## config.mk

```make
export PLATFORM = sky130hd
export DESIGN_NAME = database_record_field_parser
export DESIGN_NICKNAME = d
export VERILOG_FILES = /design/src/design/dbrfp_pkg.sv /design/src/design/database_record_field_parser.sv /design/src/design/dbrfp_serial_dec.sv
export SDC_FILE = /design/constraint.sdc
export NUM_CORES = 1
export LEC_CHECK = 0
export ABC_AREA = 1
export BUFFER_PORTS_ARGS = -buffer_cell sky130_fd_sc_hd__buf_2
export CORE_MARGIN = 3
export CORE_UTILIZATION = 54
export CTS_CLUSTER_DIAMETER = 200
export DETAILED_ROUTE_END_ITERATION = 8
export GPL_TIMING_DRIVEN = 0
export PLACE_DENSITY = 0.67
export SYNTH_ARGS = -nofsm -noshare
export SYNTH_HDL_FRONTEND = slang
export SYNTH_HIERARCHICAL = 1
export SYNTH_SLANG_ARGS = --single-unit
```

## constraint.sdc

```tcl
create_clock -name clk -period 9.3 [get_ports clk]
set_input_delay 1.86 -clock clk [delete_from_list [all_inputs] [get_ports clk]]
set_output_delay 1.86 -clock clk [all_outputs]
set_load 0.1 [all_outputs]
```

## src/design/dbrfp_pkg.sv

```systemverilog
// Shared types and constants for the record field parser.
// No dependencies; used by dbrfp_serial_dec and database_record_field_parser.
`default_nettype none

package dbrfp_pkg;

  localparam int DATA_W   = 8;
  localparam int STATUS_W = 2;
  localparam int KIND_W   = 3;
  localparam int FIDX_W   = 5;
  localparam int LEN_W    = 16;
  localparam int VAL_W    = 64;
  localparam int VBYTES_W = 4;

  // Ninth varint byte is taken whole
  localparam logic [VBYTES_W-1:0] VINT_FULL_BYTE = 4'd8;

  // Serial-type classes kept in the type memory
  localparam logic [2:0] CODE_NULL = 3'd0;
  localparam logic [2:0] CODE_INT  = 3'd1;
  localparam logic [2:0] CODE_REAL = 3'd2;
  localparam logic [2:0] CODE_TEXT = 3'd3;
  localparam logic [2:0] CODE_BLOB = 3'd4;
  localparam logic [2:0] CODE_ZERO = 3'd5;
  localparam logic [2:0] CODE_ONE  = 3'd6;

  // Result status
  localparam logic [STATUS_W-1:0] STAT_FIELD = 2'd0;
  localparam logic [STATUS_W-1:0] STAT_DONE  = 2'd1;
  localparam logic [STATUS_W-1:0] STAT_ERR   = 2'd2;

  typedef enum logic [1:0] {
    PH_HSIZE,
    PH_TYPES,
    PH_BODY,
    PH_TAIL
  } phase_t;

  typedef enum logic [1:0] {
    S_IN,
    S_RD,
    S_CHK,
    S_FIN
  } state_t;

  typedef struct packed {
    logic [2:0]       code;
    logic [LEN_W-1:0] len;
  } type_entry_t;

  typedef struct packed {
    logic                done;
    logic [VAL_W-1:0]    value;
    logic [VAL_W-1:0]    accum_next;
    logic [VBYTES_W-1:0] bytes_next;
  } vint_res_t;

  typedef struct packed {
    logic        bad;
    type_entry_t entry;
  } type_dec_t;

  // Body bytes of integer serial types 1..6
  function automatic logic [LEN_W-1:0] int_size(input logic [2:0] t);
    logic [LEN_W-1:0] n;
    unique case (t)
      3'd1:    n = 16'd1;
      3'd2:    n = 16'd2;
      3'd3:    n = 16'd3;
      3'd4:    n = 16'd4;
      3'd5:    n = 16'd6;
      3'd6:    n = 16'd8;
      default: n = 16'd0;
    endcase
    return n;
  endfunction

endpackage

`default_nettype wire

```

## src/design/database_record_field_parser.sv

```systemverilog
// Record field parser top level: header walk, type memory, body walk, result register.
// Depends on dbrfp_pkg and dbrfp_serial_dec.
//
// Usage:
//  - Byte channel (data_byte, last; byte_valid/byte_stall) carries the record payload one
//    beat per byte; last marks the final byte. Result channel (status, kind, field_index,
//    field_length, field_offset, int_value, end_of_record; result_valid/result_stall)
//    gives one beat per field, then a done or malformed beat with end_of_record set.
//  - Header and body bytes are taken one per cycle while byte_stall is low. A field's beat
//    sits in the result register in the cycle after its last body byte is taken.
//  - When a field closes or the header ends, the body walk reads the type memory: for each
//    entry an address state (S_RD), then registered read data (S_CHK), giving each
//    zero-length field on the way until it reaches the next non-empty field or runs out.
//    When the final byte started the walk, the closing done/error beat is given in S_FIN.
//  - After an error the rest of the payload is taken without results up to its last byte.
//  - Reset (rst, synchronous) empties the result register and starts a new record; the
//    type memory is not cleared, every entry is written before the walk reads it.
//  - A stalled result register holds its beat; the byte channel stalls while the result
//    register is full and stalled, and while the body walk runs.
`default_nettype none

module database_record_field_parser #(
  parameter int MAX_FIELDS = 32
) (
  input  wire logic                                   clk,
  input  wire logic                                   rst,
  // byte channel
  input  wire logic [dbrfp_pkg::DATA_W-1:0]           data_byte,
  input  wire logic                                   last,
  input  wire logic                                   byte_valid,
  output logic                                        byte_stall,
  // result channel
  output logic [dbrfp_pkg::STATUS_W-1:0]              status,
  output logic [dbrfp_pkg::KIND_W-1:0]                kind,
  output logic [dbrfp_pkg::FIDX_W-1:0]                field_index,
  output logic [dbrfp_pkg::LEN_W-1:0]                 field_length,
  output logic [dbrfp_pkg::LEN_W-1:0]                 field_offset,
  output logic signed [dbrfp_pkg::VAL_W-1:0]          int_value,
  output logic                                        end_of_record,
  output logic                                        result_valid,
  input  wire logic                                   result_stall
);

  localparam int CNT_W = $clog2(MAX_FIELDS + 1);
  localparam int IDX_W = (MAX_FIELDS > 1) ? $clog2(MAX_FIELDS) : 1;

  // Record state
  dbrfp_pkg::state_t                state, state_next;
  dbrfp_pkg::phase_t                phase;
  logic [dbrfp_pkg::VAL_W-1:0]      varint_accum;
  logic [dbrfp_pkg::VBYTES_W-1:0]   varint_bytes;
  logic [dbrfp_pkg::LEN_W-1:0]      header_size;
  logic [dbrfp_pkg::LEN_W-1:0]      byte_position;
  logic [dbrfp_pkg::LEN_W-1:0]      body_end;
  logic [CNT_W-1:0]                 field_count;
  logic [CNT_W-1:0]                 current_field;
  logic [dbrfp_pkg::LEN_W-1:0]      bytes_into_field;
  logic [dbrfp_pkg::VAL_W-1:0]      value_accum;
  logic                             skipping;
  logic                             pend_last;
  dbrfp_pkg::type_entry_t           cur_entry;

  // Type memory, one entry per field, registered read
  dbrfp_pkg::type_entry_t           type_mem [MAX_FIELDS];
  dbrfp_pkg::type_entry_t           rd_entry;
  logic                             mem_we;
  logic                             mem_re;

  // Decode of the current byte
  dbrfp_pkg::vint_res_t             vint;
  dbrfp_pkg::type_dec_t             tdec;
  logic [dbrfp_pkg::LEN_W:0]        pos_inc;
  logic                             hdr_end;
  logic                             t_over;
  logic                             t_full;
  logic [dbrfp_pkg::LEN_W-1:0]      bif_inc;
  logic                             body_fin;
  logic [dbrfp_pkg::VAL_W-1:0]      val_base;
  logic [dbrfp_pkg::VAL_W-1:0]      val_new;
  logic                             a_err, a_done, a_flush, a_field;
  logic                             hsz_tail;
  logic                             t_store;

  // Control
  logic                             out_free;
  logic                             take;
  logic                             walk_more;
  logic                             clr;
  logic                             emit;
  logic [dbrfp_pkg::STATUS_W-1:0]   e_status;
  logic [dbrfp_pkg::KIND_W-1:0]     e_kind;
  logic [dbrfp_pkg::FIDX_W-1:0]     e_index;
  logic [dbrfp_pkg::LEN_W-1:0]      e_len;
  logic [dbrfp_pkg::LEN_W-1:0]      e_off;
  logic [dbrfp_pkg::VAL_W-1:0]      e_val;
  logic                             e_eor;

  dbrfp_serial_dec u_dec (
    .data_byte (data_byte),
    .accum     (varint_accum),
    .nbytes    (varint_bytes),
    .vint      (vint),
    .tdec      (tdec)
  );

  assign out_free  = !result_valid || !result_stall;
  assign take      = (state == dbrfp_pkg::S_IN) && byte_valid && out_free;
  assign walk_more = current_field < field_count;

  // ---------------------------------------------------------------------------------------
  // Byte decode: what the accepted byte does to the record
  // ---------------------------------------------------------------------------------------
  always_comb begin
    a_err    = 1'b0;
    a_done   = 1'b0;
    a_flush  = 1'b0;
    a_field  = 1'b0;
    hsz_tail = 1'b0;
    t_store  = 1'b0;
    pos_inc  = {1'b0, byte_position} + 17'd1;
    hdr_end  = pos_inc >= {1'b0, header_size};
    t_over   = ({1'b0, body_end} + {1'b0, tdec.entry.len}) > 17'h0FFFF;
    t_full   = field_count >= CNT_W'(MAX_FIELDS);
    bif_inc  = bytes_into_field + 16'd1;
    body_fin = bif_inc >= cur_entry.len;
    // first integer byte sign-fills the accumulator
    val_base = (bytes_into_field == '0) ? {dbrfp_pkg::VAL_W{data_byte[7]}} : value_accum;
    val_new  = {val_base[dbrfp_pkg::VAL_W-9:0], data_byte};
    if (!skipping) begin
      unique case (phase)
        dbrfp_pkg::PH_HSIZE: begin
          if (vint.done && (|vint.value[63:16])) begin
            a_err = 1'b1;
          end else begin
            // header no longer than its own size varint: no fields
            hsz_tail = vint.done && (pos_inc >= vint.value[16:0]);
            if (last) begin
              if (hsz_tail) a_done = 1'b1;
              else          a_err  = 1'b1;
            end
          end
        end
        dbrfp_pkg::PH_TYPES: begin
          if (vint.done && (tdec.bad || t_full || t_over)) begin
            a_err = 1'b1;
          end else begin
            t_store = vint.done;
            if (hdr_end) begin
              if (!vint.done) a_err   = 1'b1;   // type varint runs past header
              else            a_flush = 1'b1;
            end else if (last) begin
              a_err = 1'b1;
            end
          end
        end
        dbrfp_pkg::PH_BODY: begin
          if (body_fin) begin
            a_field = 1'b1;
            a_flush = 1'b1;
          end else if (last) begin
            a_err = 1'b1;
          end
        end
        dbrfp_pkg::PH_TAIL: begin
          if (last) a_done = 1'b1;
        end
      endcase
    end
  end

  // ---------------------------------------------------------------------------------------
  // Sequencer: next state
  // ---------------------------------------------------------------------------------------
  always_comb begin
    state_next = state;
    unique case (state)
      dbrfp_pkg::S_IN: begin
        if (take && a_flush) state_next = dbrfp_pkg::S_RD;
      end
      dbrfp_pkg::S_RD: begin
        state_next = walk_more ? dbrfp_pkg::S_CHK : dbrfp_pkg::S_FIN;
      end
      dbrfp_pkg::S_CHK: begin
        if (rd_entry.len != '0)  state_next = dbrfp_pkg::S_FIN;
        else if (out_free)       state_next = dbrfp_pkg::S_RD;
      end
      dbrfp_pkg::S_FIN: begin
        if (!pend_last || out_free) state_next = dbrfp_pkg::S_IN;
      end
    endcase
  end

  // ---------------------------------------------------------------------------------------
  // Sequencer: outputs (stall, memory port, result beat)
  // ---------------------------------------------------------------------------------------
  always_comb begin
    byte_stall = !((state == dbrfp_pkg::S_IN) && out_free);
    mem_we     = take && t_store;
    mem_re     = (state == dbrfp_pkg::S_RD);
    emit       = 1'b0;
    clr        = 1'b0;
    e_status   = dbrfp_pkg::STAT_FIELD;
    e_kind     = '0;
    e_index    = '0;
    e_len      = '0;
    e_off      = '0;
    e_val      = '0;
    e_eor      = 1'b0;
    unique case (state)
      dbrfp_pkg::S_IN: begin
        if (take && skipping) begin
          clr = last;
        end else if (take && (a_err || a_done)) begin
          emit     = 1'b1;
          clr      = 1'b1;
          e_status = a_err ? dbrfp_pkg::STAT_ERR : dbrfp_pkg::STAT_DONE;
          e_eor    = 1'b1;
        end else if (take && a_field) begin
          emit     = 1'b1;
          e_kind   = (cur_entry.code >= dbrfp_pkg::CODE_ZERO) ? dbrfp_pkg::CODE_INT
                                                              : cur_entry.code;
          e_index  = dbrfp_pkg::FIDX_W'(current_field);
          e_len    = cur_entry.len;
          e_off    = pos_inc[15:0] - cur_entry.len;
          if (cur_entry.code == dbrfp_pkg::CODE_ONE)      e_val = 64'd1;
          else if (cur_entry.code == dbrfp_pkg::CODE_INT) e_val = val_new;
        end
      end
      dbrfp_pkg::S_RD: begin
      end
      dbrfp_pkg::S_CHK: begin
        // zero-length field: given at the walk position
        if ((rd_entry.len == '0) && out_free) begin
          emit    = 1'b1;
          e_kind  = (rd_entry.code >= dbrfp_pkg::CODE_ZERO) ? dbrfp_pkg::CODE_INT
                                                            : rd_entry.code;
          e_index = dbrfp_pkg::FIDX_W'(current_field);
          e_off   = byte_position;
          if (rd_entry.code == dbrfp_pkg::CODE_ONE) e_val = 64'd1;
        end
      end
      dbrfp_pkg::S_FIN: begin
        if (pend_last && out_free) begin
          emit     = 1'b1;
          clr      = 1'b1;
          e_status = (phase == dbrfp_pkg::PH_TAIL) ? dbrfp_pkg::STAT_DONE
                                                   : dbrfp_pkg::STAT_ERR;
          e_eor    = 1'b1;
        end
      end
    endcase
  end

  // ---------------------------------------------------------------------------------------
  // Type memory. Entries are written in the header walk and read only after the sequencer
  // leaves S_IN, so a read never meets a write to the same entry in the same cycle.
  // ---------------------------------------------------------------------------------------
  always_ff @(posedge clk) begin
    if (mem_we) type_mem[field_count[IDX_W-1:0]] <= tdec.entry;
    if (mem_re) rd_entry <= type_mem[current_field[IDX_W-1:0]];
  end

  // ---------------------------------------------------------------------------------------
  // Record state
  // ---------------------------------------------------------------------------------------
  always_ff @(posedge clk) begin
    if (rst) begin
      state <= dbrfp_pkg::S_IN;
    end else begin
      state <= state_next;
    end
  end

  always_ff @(posedge clk) begin
    if (rst || clr) begin
      phase            <= dbrfp_pkg::PH_HSIZE;
      varint_accum     <= '0;
      varint_bytes     <= '0;
      header_size      <= '0;
      byte_position    <= '0;
      body_end         <= '0;
      field_count      <= '0;
      current_field    <= '0;
      bytes_into_field <= '0;
      value_accum      <= '0;
      pend_last        <= 1'b0;
    end else if (take) begin
      if (skipping || (byte_position != 16'hFFFF)) begin
        byte_position <= pos_inc[15:0];
      end
      if (!skipping) begin
        unique case (phase)
          dbrfp_pkg::PH_HSIZE: begin
            varint_accum <= vint.accum_next;
            varint_bytes <= vint.bytes_next;
            if (vint.done) begin
              header_size <= vint.value[15:0];
              body_end    <= vint.value[15:0];
              phase       <= hsz_tail ? dbrfp_pkg::PH_TAIL : dbrfp_pkg::PH_TYPES;
            end
          end
          dbrfp_pkg::PH_TYPES: begin
            varint_accum <= vint.accum_next;
            varint_bytes <= vint.bytes_next;
            if (t_store) begin
              field_count <= field_count + 1'b1;
              body_end    <= body_end + tdec.entry.len;
            end
            if (a_flush) begin
              current_field    <= '0;
              bytes_into_field <= '0;
              value_accum      <= '0;
              pend_last        <= last;
            end
          end
          dbrfp_pkg::PH_BODY: begin
            if (a_flush) begin
              current_field    <= current_field + 1'b1;
              bytes_into_field <= '0;
              value_accum      <= '0;
              pend_last        <= last;
            end else begin
              bytes_into_field <= bif_inc;
              if (cur_entry.code == dbrfp_pkg::CODE_INT) value_accum <= val_new;
            end
          end
          dbrfp_pkg::PH_TAIL: begin
          end
        endcase
      end
    end else if (state == dbrfp_pkg::S_RD) begin
      if (!walk_more) phase <= dbrfp_pkg::PH_TAIL;
    end else if (state == dbrfp_pkg::S_CHK) begin
      if (rd_entry.len != '0) begin
        phase <= dbrfp_pkg::PH_BODY;
      end else if (out_free) begin
        current_field <= current_field + 1'b1;
      end
    end
  end

  // Field the body walk is in; loaded as the walk lands on a non-empty field
  always_ff @(posedge clk) begin
    if ((state == dbrfp_pkg::S_CHK) && (rd_entry.len != '0)) cur_entry <= rd_entry;
  end

  // Swallow the rest of a malformed payload
  always_ff @(posedge clk) begin
    if (rst) begin
      skipping <= 1'b0;
    end else if (take && !skipping && a_err && !last) begin
      skipping <= 1'b1;
    end else if (clr) begin
      skipping <= 1'b0;
    end
  end

  // ---------------------------------------------------------------------------------------
  // Result register
  // ---------------------------------------------------------------------------------------
  always_ff @(posedge clk) begin
    if (rst) begin
      result_valid <= 1'b0;
    end else if (emit) begin
      result_valid <= 1'b1;
    end else if (!result_stall) begin
      result_valid <= 1'b0;
    end
  end

  always_ff @(posedge clk) begin
    if (emit) begin
      status        <= e_status;
      kind          <= e_kind;
      field_index   <= e_index;
      field_length  <= e_len;
      field_offset  <= e_off;
      int_value     <= $signed(e_val);
      end_of_record <= e_eor;
    end
  end

`ifndef SYNTH
  a_eor_status: assert property (@(posedge clk) disable iff (rst)
    result_valid |-> (end_of_record == (status != dbrfp_pkg::STAT_FIELD)))
    else $error("end_of_record disagrees with status");

  a_walk_bound: assert property (@(posedge clk) disable iff (rst)
    (current_field <= field_count) && (field_count <= CNT_W'(MAX_FIELDS)))
    else $error("field walk beyond stored field count");

  a_body_entry: assert property (@(posedge clk) disable iff (rst)
    ((state == dbrfp_pkg::S_IN) && (phase == dbrfp_pkg::PH_BODY) && !skipping)
      |-> ((cur_entry.len != '0) && (bytes_into_field < cur_entry.len)))
    else $error("body walk on an empty or overrun field");

  a_no_take_in_walk: assert property (@(posedge clk) disable iff (rst)
    (take && a_flush) |=> (byte_stall && (state == dbrfp_pkg::S_RD)))
    else $error("byte taken while the field walk runs");
`endif

endmodule

`default_nettype wire

```

## src/design/dbrfp_serial_dec.sv

```systemverilog
// Varint step and serial-type decode for the record field parser.
// Depends on dbrfp_pkg.
`default_nettype none

module dbrfp_serial_dec (
  input  wire logic [dbrfp_pkg::DATA_W-1:0]   data_byte,
  input  wire logic [dbrfp_pkg::VAL_W-1:0]    accum,
  input  wire logic [dbrfp_pkg::VBYTES_W-1:0] nbytes,
  output dbrfp_pkg::vint_res_t                vint,
  output dbrfp_pkg::type_dec_t                tdec
);

  logic [dbrfp_pkg::VAL_W-1:0] value;
  logic                        done;
  logic [dbrfp_pkg::VAL_W-1:0] text_len;

  always_comb begin
    if (nbytes >= dbrfp_pkg::VINT_FULL_BYTE) begin
      value = {accum[55:0], data_byte};
      done  = 1'b1;
    end else begin
      value = {accum[56:0], data_byte[6:0]};
      done  = !data_byte[7];
    end
    vint.done       = done;
    vint.value      = value;
    vint.accum_next = done ? '0 : value;
    vint.bytes_next = done ? '0 : nbytes + 4'd1;
  end

  // text/blob: (v - 12) / 2 bytes
  assign text_len = (value - 64'd12) >> 1;

  always_comb begin
    tdec.bad        = 1'b0;
    tdec.entry.code = dbrfp_pkg::CODE_NULL;
    tdec.entry.len  = '0;
    if (value == 64'd0) begin
      tdec.entry.code = dbrfp_pkg::CODE_NULL;
    end else if (value <= 64'd6) begin
      tdec.entry.code = dbrfp_pkg::CODE_INT;
      tdec.entry.len  = dbrfp_pkg::int_size(value[2:0]);
    end else if (value == 64'd7) begin
      tdec.entry.code = dbrfp_pkg::CODE_REAL;
      tdec.entry.len  = 16'd8;
    end else if (value == 64'd8) begin
      tdec.entry.code = dbrfp_pkg::CODE_ZERO;
    end else if (value == 64'd9) begin
      tdec.entry.code = dbrfp_pkg::CODE_ONE;
    end else if (value < 64'd12) begin
      tdec.bad = 1'b1;                      // reserved types
    end else begin
      tdec.bad        = |text_len[63:16];
      tdec.entry.len  = text_len[15:0];
      tdec.entry.code = value[0] ? dbrfp_pkg::CODE_TEXT : dbrfp_pkg::CODE_BLOB;
    end
  end

endmodule

`default_nettype wire

```

==> flow_summary_export.csv <==
group,metric,value,unit
run_status,outcome,"finished, final reports clean",
sta,relSlewSlack,15.8,%
clocking,cts_buffers,98,
placed_design,place_area,49300,sq um
power_and_ir_drop,p_leak,20.3,nW
setup_path,worstReg2RegStart,"varint_bytes[3]",
final_layout,final_area,52600,sq um
setup_path,r2r_cells,30,
grt,antenna_found_initial,2,
floorplan,dieArea,88900,sq um
min_path,min_from,"rd_entry[3]",
clocking,cts_tree,"yes",
logic_synthesis,synthCells,4864,
floorplan,die_height,298,um
setup_path,end_kind,"flip-flop",
floorplan,coreArea,84100,sq um
drt,wirelength,155,mm
sta,worst_slew_pin_slew,1.25,ns
placed_design,hpwl,110,mm
setup_path,r2r_slack,2.42,ns
sta,hold_viol,0,
placed_design,placedCellCount,6158,
clocking,cts_hold_buf,0,
sta,setup_viol,0,
drt,drtIter0Drc,4948,
job,cap_violations,0,
floorplan,initial_core_util,54.8,%
power_and_ir_drop,peakVddDrop,0.411,mV
drt,firstDrtPassIters,6,
final_layout,syn2layout_area_growth,14.3,%
placed_design,place_congestion,1.01,
placed_design,port_buffers,121,
setup_path,path_class,"in -> reg",
power_and_ir_drop,p_total,0.0139,W
final_layout,drive_above_1_share,10.9,%
final_layout,layout_commonest_cell,"nand2_1",
floorplan,rows,106,
sta,skew,0.0410,ns
setup_path,arrival,7.94,ns
logic_synthesis,synth_area,46100,sq um
drt,via_per_inst,6.01,
drt,vias,38134,
drt,drc,0,
setup_path,reg2reg_to,"type_mem[31][12]",
min_path,hp-class,"reg -> reg",
logic_synthesis,synthesis.nets,4987,
min_path,whs_path_depth,0,
floorplan,die_w,298,um
drt,wire_per_inst,24.4,um
setup_path,startpoint_type,"input port",
min_path,min_to,"cur_entry[3]",
grt,grt_pass1_wl,227,mm
grt,grt_max_degree,61,
clocking,cts_resized,0,
logic_synthesis,yosysWarnings,6,
clocking,clock-root-buffer,"clkbuf_16",
final_layout,fillers,7073,
sta,rsz0062_at_grt,"false",
sta,min_period,7.55,ns
final_layout,layout_common_cells,"nand2_1, nor2_1, edfxtp_1, o21ai_0, inv_1",
final_layout,final_util,62.6,%
clocking,clock_sinks,953,
setup_path,cp.required,9.70,ns
grt,grt_use_total,34.0,%
logic_synthesis,avgSynthCellArea,9.47,sq um
grt,grt-ovfl-total,0,
floorplan,io_pins,122,
clocking,clock_latency,0.71,ns
sta,fin_crit_sh,81.1,%
clocking,post_cts_buffers,0,
sta,slew_viol_final,0,
drt,antenna_left,0,
power_and_ir_drop,powerDensity,265,nW/um^2
final_layout,nets,5247,
grt,first_global_vias,35577,
clocking,clk_pin_slew,0.07,ns
sta,max_freq,133,MHz
clocking,cts_max_level,3,
setup_path,cp_max_fo,25,
clocking,clockBufferDepth,3,
final_layout,layout.cells.non_filler,6344,
## metrics by stage
stage / setup slack, ns / hold WS, ns / setup TNS [ns]
final: 1.75 / 0.452 / 0
after global routing: 1.50 / 0.463 / 0
after CTS: 1.93 / 0.448 / 0
after detailed placement: 1.19 / 0.437 / 0
after global placement: -3.62 / 0.432 / -2383.74
after floorplan: 0.651 / 0.427 / 0
## state kept, by name, summed over array words and instances (netlist names), 16 cells and up
signal            count
body_end             16
bytes_into_field     16
byte_position        16
cur_entry            19
field_offset         16
rd_entry             19
value_accum          56
varint_accum         57
type_mem            608
field_length         16
int_value            64
header_size          16
## layer usage
metal / vias to the layer above / GRT usage [%] / wire [um]
li1: 17268 / - / -
met1: 18214 / 46.0 / 61200
met2: 2220 / 52.5 / 68900
met3: 432 / 6.99 / 16300
met4: 0 / 16.7 / 8490
met5: - / 0 / 0
## report_power, final
group          switching (W)  total [W]  internal [W]  leakage, nW
clock                0.00175    0.00413       0.00237         1.61
combinational        0.00361    0.00457      0.000961         10.1
sequential          0.000134    0.00523       0.00510         8.53
total                0.00550     0.0139       0.00843         20.3
## area by class of cell
class | instances | area, sq um | area share, %
clock buffer | 113 | 2550 | 4.85
antenna | 1 | 2.50 | 0.00475
multi-input combinational | 3354 | 17300 | 32.9
clock inverter | 72 | 805 | 1.53
buffer | 253 | 1310 | 2.50
inverter | 304 | 1160 | 2.20
timing repair buffer | 160 | 1480 | 2.80
tap | 1134 | 1420 | 2.69
sequential | 953 | 26600 | 50.6
## how the worst max path moves through the flow
stage                       startpoint          endpoint  slack (ns)  depth (start not counted)
after floorplan           data_byte[2]     end_of_record        0.65                         25
after global placement    data_byte[2]  type_mem[31][12]       -3.62                         21
after detailed placement  data_byte[2]  type_mem[31][14]        1.19                         21
after CTS                 data_byte[2]   type_mem[31][7]        1.93                         21
after global routing      data_byte[2]   type_mem[31][7]        1.50                         26
final                     data_byte[2]  type_mem[31][12]        1.75                         26
## critical path, stage by stage
cell     delay (ns)
buf_2          0.24
ha_1           0.29
inv_1          0.09
nand3_1        0.15
nor2_1         0.38
nand2_2        0.14
nor2_4         0.26
nand2_1        0.26
inv_2          0.38
nor2_1         0.09
nand3_1        0.15
a21oi_4        0.16
buf_16         0.21
ha_1           0.34
nand2_1        0.08
o21ai_1        0.11
nand2_1        0.09
nand2_1        0.11
nand2_1        0.10
nand2_1        0.07
nand2_1        0.09
nand3_1        0.19
nor2_2         0.38
nand2_1        0.49
nor3_2         0.93
buf_6          0.26
Note: power is estimated with default switching activity, not from simulation.
